==> config.mk <==
export PLATFORM = sky130hd
export DESIGN_NAME = hcmm_ctrl
export DESIGN_NICKNAME = d
export VERILOG_FILES = /design/src/rtl/hcmm_pkg.sv /design/src/rtl/hcmm_ctrl.sv
export SDC_FILE = /design/constraint.sdc
export NUM_CORES = 1
export LEC_CHECK = 0
export ABC_CLOCK_PERIOD_IN_PS = 9400
export BUFFER_PORTS_ARGS = -buffer_cell sky130_fd_sc_hd__buf_2
export CAP_MARGIN = 10
export CORE_MARGIN = 2
export CORE_UTILIZATION = 43
export DETAILED_ROUTE_END_ITERATION = 7
export SLEW_MARGIN = 20
export SYNTH_ARGS = -nofsm -noshare
export SYNTH_HDL_FRONTEND = slang
export SYNTH_SLANG_ARGS = --single-unit
==> constraint.sdc <==
create_clock -name i_clk -period 9.4 [get_ports i_clk]
set_clock_uncertainty 0.2 [all_clocks]
set_input_delay 2.82 -clock i_clk [delete_from_list [all_inputs] [get_ports i_clk]]
set_output_delay 2.82 -clock i_clk [all_outputs]
set_load 0.01 [all_outputs]
==> src/rtl/hcmm_pkg.sv <==
// Shared types, constants and helper functions for the handheld console memory map.
// Used by hcmm_ram, hcmm_ctrl and handheld_console_memory_map; depends on nothing.
package hcmm_pkg;

    localparam int AddrW = 16;
    localparam int ByteW = 8;
    localparam int InDataW = 24;   // address, write_data
    localparam int OutDataW = 16;  // read_data, serial_byte

    localparam logic [AddrW-1:0] RomEnd      = 16'h8000;
    localparam logic [AddrW-1:0] WramLo      = 16'hC000;
    localparam logic [AddrW-1:0] WramHi      = 16'hDFFF;
    localparam logic [AddrW-1:0] EchoLo      = 16'hE000;
    localparam logic [AddrW-1:0] OamBase     = 16'hFE00;
    localparam logic [AddrW-1:0] WramMirLim  = 16'hDE00;
    localparam logic [AddrW-1:0] UnusableLo  = 16'hFEA0;
    localparam logic [AddrW-1:0] UnusableHi  = 16'hFEFF;
    localparam logic [AddrW-1:0] JoypadAddr  = 16'hFF00;
    localparam logic [AddrW-1:0] SerDataAddr = 16'hFF01;
    localparam logic [AddrW-1:0] SerCtlAddr  = 16'hFF02;
    localparam logic [AddrW-1:0] DivAddr     = 16'hFF04;
    localparam logic [AddrW-1:0] IfAddr      = 16'hFF0F;
    localparam logic [AddrW-1:0] LyAddr      = 16'hFF44;
    localparam logic [AddrW-1:0] DmaAddr     = 16'hFF46;
    localparam logic [AddrW-1:0] MirrorUp    = 16'h2000;
    localparam logic [AddrW-1:0] MirrorDown  = 16'hE000;  // minus 0x2000 modulo 2^16

    localparam logic [ByteW-1:0] JoypadVal   = 8'h1F;
    localparam logic [ByteW-1:0] IfSetBits   = 8'hE0;
    localparam logic [ByteW-1:0] SerStartVal = 8'h81;
    localparam logic [ByteW-1:0] OamPage     = 8'hFE;
    localparam logic [ByteW-1:0] DmaLastIdx  = 8'h9F;  // 160 bytes per copy
    localparam logic [AddrW-1:0] LastAddr    = 16'hFFFF;

    typedef enum logic [2:0] {
        S_CLEAR,
        S_IDLE,
        S_READ,
        S_WRITE,
        S_MIRROR,
        S_DMA_RD,
        S_DMA_WR,
        S_DONE
    } t_state;

    typedef enum logic [2:0] {
        WR_NONE,
        WR_STORE,
        WR_MIRROR,
        WR_ZERO,
        WR_SERIAL,
        WR_DMA
    } t_wr_kind;

    typedef struct packed {
        logic             we;
        logic [AddrW-1:0] waddr;
        logic [ByteW-1:0] wdata;
        logic [AddrW-1:0] raddr;
    } t_mem_req;

    typedef struct packed {
        logic [ByteW-1:0] read_data;
        logic             serial_valid;
        logic [ByteW-1:0] serial_byte;
    } t_result;

    // Power-up contents of the map: zero except for the I/O register defaults.
    function automatic logic [ByteW-1:0] default_byte(input logic [AddrW-1:0] addr);
        logic [ByteW-1:0] val;
        begin
            case (addr)
                16'hFF00: val = 8'h1F;
                16'hFF10: val = 8'h80;
                16'hFF11: val = 8'hBF;
                16'hFF12: val = 8'hF3;
                16'hFF14: val = 8'hBF;
                16'hFF16: val = 8'h3F;
                16'hFF19: val = 8'hBF;
                16'hFF1A: val = 8'h7F;
                16'hFF1B: val = 8'hFF;
                16'hFF1C: val = 8'h9F;
                16'hFF1E: val = 8'hBF;
                16'hFF20: val = 8'hFF;
                16'hFF23: val = 8'hBF;
                16'hFF24: val = 8'h77;
                16'hFF25: val = 8'hF3;
                16'hFF26: val = 8'hF1;
                16'hFF40: val = 8'h91;
                16'hFF47: val = 8'hFC;
                16'hFF48: val = 8'hFF;
                16'hFF49: val = 8'hFF;
                default:  val = '0;
            endcase
            return val;
        end
    endfunction

    // Applies the read rules of the two mapped registers to a stored byte.
    function automatic logic [ByteW-1:0] map_read(input logic [AddrW-1:0] addr,
                                                  input logic [ByteW-1:0] stored);
        logic [ByteW-1:0] val;
        begin
            if (addr == JoypadAddr) begin
                val = JoypadVal;
            end else if (addr == IfAddr) begin
                val = stored | IfSetBits;
            end else begin
                val = stored;
            end
            return val;
        end
    endfunction

endpackage

==> src/rtl/hcmm_ctrl.sv <==
// Access sequencer: initialization sweep, write decode, mirror writes and the OAM copy,
// all address arithmetic through one shared adder. Depends on hcmm_pkg.
module hcmm_ctrl
    import hcmm_pkg::*;
(
    input  logic             i_clk,
    input  logic             i_rst_n,
    input  logic             i_in_valid,
    output logic             o_in_ready,
    input  logic             i_op,
    input  logic [AddrW-1:0] i_addr,
    input  logic [ByteW-1:0] i_wdata,
    output t_mem_req         o_mem,
    input  logic [ByteW-1:0] i_mem_rdata,
    output logic             o_fin,
    output t_result          o_res,
    input  logic             i_slot_free
);

    t_state           r_state, n_state;
    logic [AddrW-1:0] r_addr, n_addr;
    logic [ByteW-1:0] r_wdata, n_wdata;
    logic [AddrW-1:0] r_maddr, n_maddr;
    logic [ByteW-1:0] r_cnt, n_cnt;
    logic [AddrW-1:0] r_clr, n_clr;
    t_result          r_res, n_res;

    t_wr_kind         wr_kind;
    logic [AddrW-1:0] add_a, add_b, add_sum;
    logic [AddrW-1:0] dma_src;
    logic             dma_last;

    assign dma_src  = {r_wdata, r_cnt};
    assign dma_last = (r_cnt == DmaLastIdx);

    // Write decode, first matching region wins.
    always_comb begin
        if (r_addr < RomEnd) begin
            wr_kind = WR_NONE;
        end else if (r_addr >= WramLo && r_addr <= WramHi) begin
            wr_kind = (r_addr < WramMirLim) ? WR_MIRROR : WR_STORE;
        end else if (r_addr >= EchoLo && r_addr < OamBase) begin
            wr_kind = WR_MIRROR;
        end else if (r_addr >= UnusableLo && r_addr <= UnusableHi) begin
            wr_kind = WR_NONE;
        end else if (r_addr == SerDataAddr) begin
            wr_kind = WR_SERIAL;
        end else if (r_addr == SerCtlAddr && r_wdata == SerStartVal) begin
            wr_kind = WR_NONE;
        end else if (r_addr == DivAddr || r_addr == LyAddr) begin
            wr_kind = WR_ZERO;
        end else if (r_addr == DmaAddr) begin
            wr_kind = WR_DMA;
        end else begin
            wr_kind = WR_STORE;
        end
    end

    // Shared adder: sweep address during the initialization sweep, mirror address in
    // the write step, copy index in the copy loop.
    always_comb begin
        if (r_state == S_CLEAR) begin
            add_a = r_clr;
            add_b = {{(AddrW-1){1'b0}}, 1'b1};
        end else if (r_state == S_DMA_WR) begin
            add_a = {{(AddrW-ByteW){1'b0}}, r_cnt};
            add_b = {{(AddrW-1){1'b0}}, 1'b1};
        end else begin
            add_a = r_addr;
            add_b = r_addr[13] ? MirrorDown : MirrorUp;
        end
        add_sum = add_a + add_b;
    end

    // Next state.
    always_comb begin
        n_state = r_state;
        case (r_state)
            S_CLEAR: begin
                if (r_clr == LastAddr) n_state = S_IDLE;
            end
            S_IDLE: begin
                if (i_in_valid) n_state = i_op ? S_WRITE : S_READ;
            end
            S_READ: begin
                n_state = i_slot_free ? S_IDLE : S_DONE;
            end
            S_WRITE: begin
                case (wr_kind)
                    WR_MIRROR: n_state = S_MIRROR;
                    WR_DMA:    n_state = S_DMA_RD;
                    default:   n_state = i_slot_free ? S_IDLE : S_DONE;
                endcase
            end
            S_MIRROR: begin
                n_state = i_slot_free ? S_IDLE : S_DONE;
            end
            S_DMA_RD: begin
                n_state = S_DMA_WR;
            end
            S_DMA_WR: begin
                if (dma_last) begin
                    n_state = i_slot_free ? S_IDLE : S_DONE;
                end else begin
                    n_state = S_DMA_RD;
                end
            end
            S_DONE: begin
                if (i_slot_free) n_state = S_IDLE;
            end
            default: n_state = S_CLEAR;
        endcase
    end

    // Memory requests and results.
    always_comb begin
        o_mem       = '0;
        o_mem.raddr = i_addr;
        o_fin       = 1'b0;
        o_res       = '0;
        o_in_ready  = 1'b0;
        case (r_state)
            S_CLEAR: begin
                o_mem.we    = 1'b1;
                o_mem.waddr = r_clr;
                o_mem.wdata = default_byte(r_clr);
            end
            S_IDLE: begin
                o_in_ready = 1'b1;
            end
            S_READ: begin
                o_fin           = 1'b1;
                o_res.read_data = map_read(r_addr, i_mem_rdata);
            end
            S_WRITE: begin
                case (wr_kind)
                    WR_STORE: begin
                        o_mem.we    = 1'b1;
                        o_mem.waddr = r_addr;
                        o_mem.wdata = r_wdata;
                        o_fin       = 1'b1;
                    end
                    WR_MIRROR: begin
                        o_mem.we    = 1'b1;
                        o_mem.waddr = r_addr;
                        o_mem.wdata = r_wdata;
                    end
                    WR_ZERO: begin
                        o_mem.we    = 1'b1;
                        o_mem.waddr = r_addr;
                        o_fin       = 1'b1;
                    end
                    WR_SERIAL: begin
                        o_fin              = 1'b1;
                        o_res.serial_valid = 1'b1;
                        o_res.serial_byte  = r_wdata;
                    end
                    WR_DMA: begin
                        o_fin = 1'b0;
                    end
                    default: begin
                        o_fin = 1'b1;
                    end
                endcase
            end
            S_MIRROR: begin
                o_mem.we    = 1'b1;
                o_mem.waddr = r_maddr;
                o_mem.wdata = r_wdata;
                o_fin       = 1'b1;
            end
            S_DMA_RD: begin
                o_mem.raddr = dma_src;
            end
            S_DMA_WR: begin
                o_mem.we    = 1'b1;
                o_mem.waddr = {OamPage, r_cnt};
                o_mem.wdata = map_read(dma_src, i_mem_rdata);
                o_fin       = dma_last;
            end
            S_DONE: begin
                o_fin = 1'b1;
                o_res = r_res;
            end
            default: begin
                o_fin = 1'b0;
            end
        endcase
    end

    // Datapath register updates.
    always_comb begin
        n_addr  = r_addr;
        n_wdata = r_wdata;
        n_maddr = r_maddr;
        n_cnt   = r_cnt;
        n_clr   = r_clr;
        n_res   = r_res;
        if (r_state == S_CLEAR) begin
            n_clr = add_sum;
        end
        if (r_state == S_IDLE && i_in_valid) begin
            n_addr  = i_addr;
            n_wdata = i_wdata;
        end
        if (r_state == S_WRITE) begin
            n_maddr = add_sum;
            n_cnt   = '0;
        end
        if (r_state == S_DMA_WR) begin
            n_cnt = add_sum[ByteW-1:0];
        end
        // A finished word that cannot leave yet is parked until the output frees up.
        if (o_fin && !i_slot_free) begin
            n_res = o_res;
        end
    end

    always_ff @(posedge i_clk) begin
        if (!i_rst_n) begin
            r_state <= S_CLEAR;
            r_clr   <= '0;
        end else begin
            r_state <= n_state;
            r_clr   <= n_clr;
        end
    end

    always_ff @(posedge i_clk) begin
        r_addr  <= n_addr;
        r_wdata <= n_wdata;
        r_maddr <= n_maddr;
        r_cnt   <= n_cnt;
        r_res   <= n_res;
    end

endmodule

==> metrics <==
RD Place Congestion=about 0.84; most common flop cell mapped by yosys=edfxtp_1; Synth cell types=67; CP Capture Type=output port; via/cell ratio=6.05; ranking of synthesized cells by area=edfxtp_1 (36%), dfxtp_1 (7.0%), mux2_2 (5.4%); area of the multi-input gates=0.00288 sq mm; wire length per cell=about 20 microns; post-cts resize count=0; Post-CTS Hold Fix Bufs=0; Clock Tree Buf Depth=2; CP Cell Sequence=buf_2, o21a_1, a221o_1, buf_2; number of flops mapped to enable cells by yosys=65; core area=0.0125 sq mm; Total GRT Usage=25.3%; Seq. cell area=0.00233 sq mm; first-pass GRT wire length=25.8 mm; Worst Path Arrival=3500 ps; Max-cap violations=0; Final Hold Fails=0; CP max FO=2; n_diodes=0; DP Area=0.00604 sq mm; CTS H-Tree Depth=3; number of port buffers=96; Initial Util=43.6%; Ys Warns=0; Post-Synthesis Cells=600; status=complete, no violations; Seq/Total Area, Yosys=around 43%; total congestion overflow=0; clock sink count=84; CP max stage cell=a221o_1; DIE WIDTH=117 microns; RSZ-0062 raised after global routing=false; Top Ports=between 90 and 100; r2r endpoint=r_clr[14]$_SDFFE_PN0P_; Finish-stage setup viols=0; syn_nets=about 640; Synth Area per Inst=9.10 sq um; R2R setup slack=5350 ps; Mapped Area=0.00546 sq mm; vias in the first global route=4,684; FF+latch count, synth=84; antenna violations before repair=0; pin count of the biggest net entering global routing=62; max-slew violation count=0; most frequent cells in the layout=buf_2 (96), nand2_1 (70), edfxtp_1 (65); WS Path Type=input pin to output port; worst-margin pin slew=969 ps; Max rail drop VDD=approximately 0.088 mV; CTS Buf Count=9; cell taking the most area after synthesis=edfxtp_1; via count=5,149; CTS tree=done; Critical path destination=o_mem[23]; most common cell after layout, fill and taps aside=buf_2; Routed Antenna Nets=0; first-pass iteration count of the detailed router=5; CTS clk-pin slew, worst paths=70 ps; filler cell count=1,223; DP HPWL=around 12 mm; worst setup path start=i_mem_rdata[7]; Site Rows=a little over 40; Post-route DRC=0; Setup TNS=0 ps; slew margin rel.=between 30% and 40%; Area Overhead vs Synth=16.2%; share of flip-flops with an asynchronous set or reset=0%; origin of the critical flop-to-flop path=r_state[1]$_SDFFE_PN0P_; die area=0.0136 sq mm; worst skew pair latency=360 ps; Power Density=130 mW/mm^2; nets@finish=715; fmax=153 MHz; worst endpoint required time=around 6400 ps; layout cell share with drive strength beyond 1=roughly a quarter; Startpoint Class=input pin; Leak=about 0.0025 uW; die height=117 microns; Final Cell Area=0.00634 sq mm; routed wire length=17.1 mm; top-area cell type share of the netlist area=35.8%; DRT iter0 DRCs=519; reg2reg path depth=10; HP Class=flop to flop; CP peak stage delay=250 ps; final worst path period share=69.3%; Root Driver=clkbuf_16; min cycle time layout=~6500 ps; Setup Fix Bufs, Post-CTS=0; CP dominant cell by count=buf_2
[cell type report]
| cell class | instances | area share (%) |
|---|---|---|
| repair buffers | 103 | 8.40 |
| clock buffers | 10 | 3.61 |
| clock inverters | 6 | 1.14 |
| flip-flops and latches | 84 | 36.8 |
| well taps | 172 | 3.39 |
| multi-input cells | 454 | 45.4 |
| inverters | 22 | 1.30 |
[worst max-delay path: cells and delay by family]
kind / cells / cell delay [ps]
buffers and inverters: 2 / 250
AO/OA/AOI/OAI: 2 / 420
[registers in the layout, indices dropped and copies added (netlist names)]
name,count
r_state,3
r_maddr,16
r_res,17
r_cnt,8
r_wdata,8
r_addr,16
r_clr,16
[cells by family after synthesis]
| family | Yosys count | synth area share, % |
|---|---|---|
| XOR/XNOR | 21 | 3.37 |
| buffers and inverters | 62 | 4.84 |
| multiplexers | 27 | 5.55 |
| adder cells (fa/ha/maj) | 4 | 0.917 |
| AND/OR/NAND/NOR | 248 | 23.6 |
| AO/OA/AOI/OAI | 154 | 19.0 |
| flip-flops | 84 | 42.7 |
[synth_stat cells (3+ instances only)]
master,n
a211o_1,3
a211oi_1,10
a21oi_1,24
a221o_1,3
a22o_1,9
a22oi_1,8
a31oi_1,4
and2_1,5
and3_1,8
and4_1,4
buf_1,3
buf_2,7
clkbuf_1,26
dfxtp_1,19
edfxtp_1,65
ha_1,4
inv_1,21
mux2_2,26
nand2_1,70
nand2b_1,7
nand3_1,17
nand4_1,12
nand4b_1,3
nor2_1,49
nor2b_1,14
nor3_1,18
nor3b_1,8
nor4_1,6
nor4b_1,3
o211ai_1,8
o21a_1,6
o21ai_0,42
o21bai_1,4
o22ai_1,7
o32ai_1,4
or3_1,8
or4_1,7
xnor2_1,7
xor2_1,14
[layer usage]
| layer | vias to the layer above | global-route usage (%) | part of all wire [%] |
|---|---|---|---|
| li1 | 2400 | - | - |
| met1 | 2489 | 35.2 | 45 |
| met2 | 227 | 39.5 | 46 |
| met3 | 33 | 4.26 | 6.6 |
| met4 | 0 | 10.2 | 2.6 |
| met5 | - | 0 | 0 |
[worst min path at each step]
stage | slack (ps) | endpoint | depth (start not counted) | startpoint
final | 330 | r_clr[15]$_SDFFE_PN0P_ | 2 | r_clr[15]$_SDFFE_PN0P_
after global routing | 360 | r_clr[15]$_SDFFE_PN0P_ | 2 | r_clr[15]$_SDFFE_PN0P_
after CTS | 320 | r_clr[15]$_SDFFE_PN0P_ | 2 | r_clr[15]$_SDFFE_PN0P_
after detailed placement | 310 | r_clr[15]$_SDFFE_PN0P_ | 2 | r_clr[15]$_SDFFE_PN0P_
after global placement | 300 | r_clr[15]$_SDFFE_PN0P_ | 2 | r_clr[15]$_SDFFE_PN0P_
after floorplan | 270 | r_clr[15]$_SDFFE_PN0P_ | 2 | r_clr[15]$_SDFFE_PN0P_
[stage by stage]
stage                     std cells  total power, uW  setup slack, ps  hold slack, ps  utilization, %
after floorplan                 600              440             3110             269               -
after global placement          835              460             2910             298            48.3
after detailed placement        835              461             2890             311            48.3
after CTS                       851              824             2890             321            50.7
after global routing            851              847             2790             364            50.7
final                           851              822             2880             328            50.7
[power by group]
part           leakage [uW]  switching [uW]  internal (uW)
clock network      0.000143             160            208
logic               0.00161            25.5           22.8
registers          0.000736            6.06            399
(Power assumes the default switching activity.)
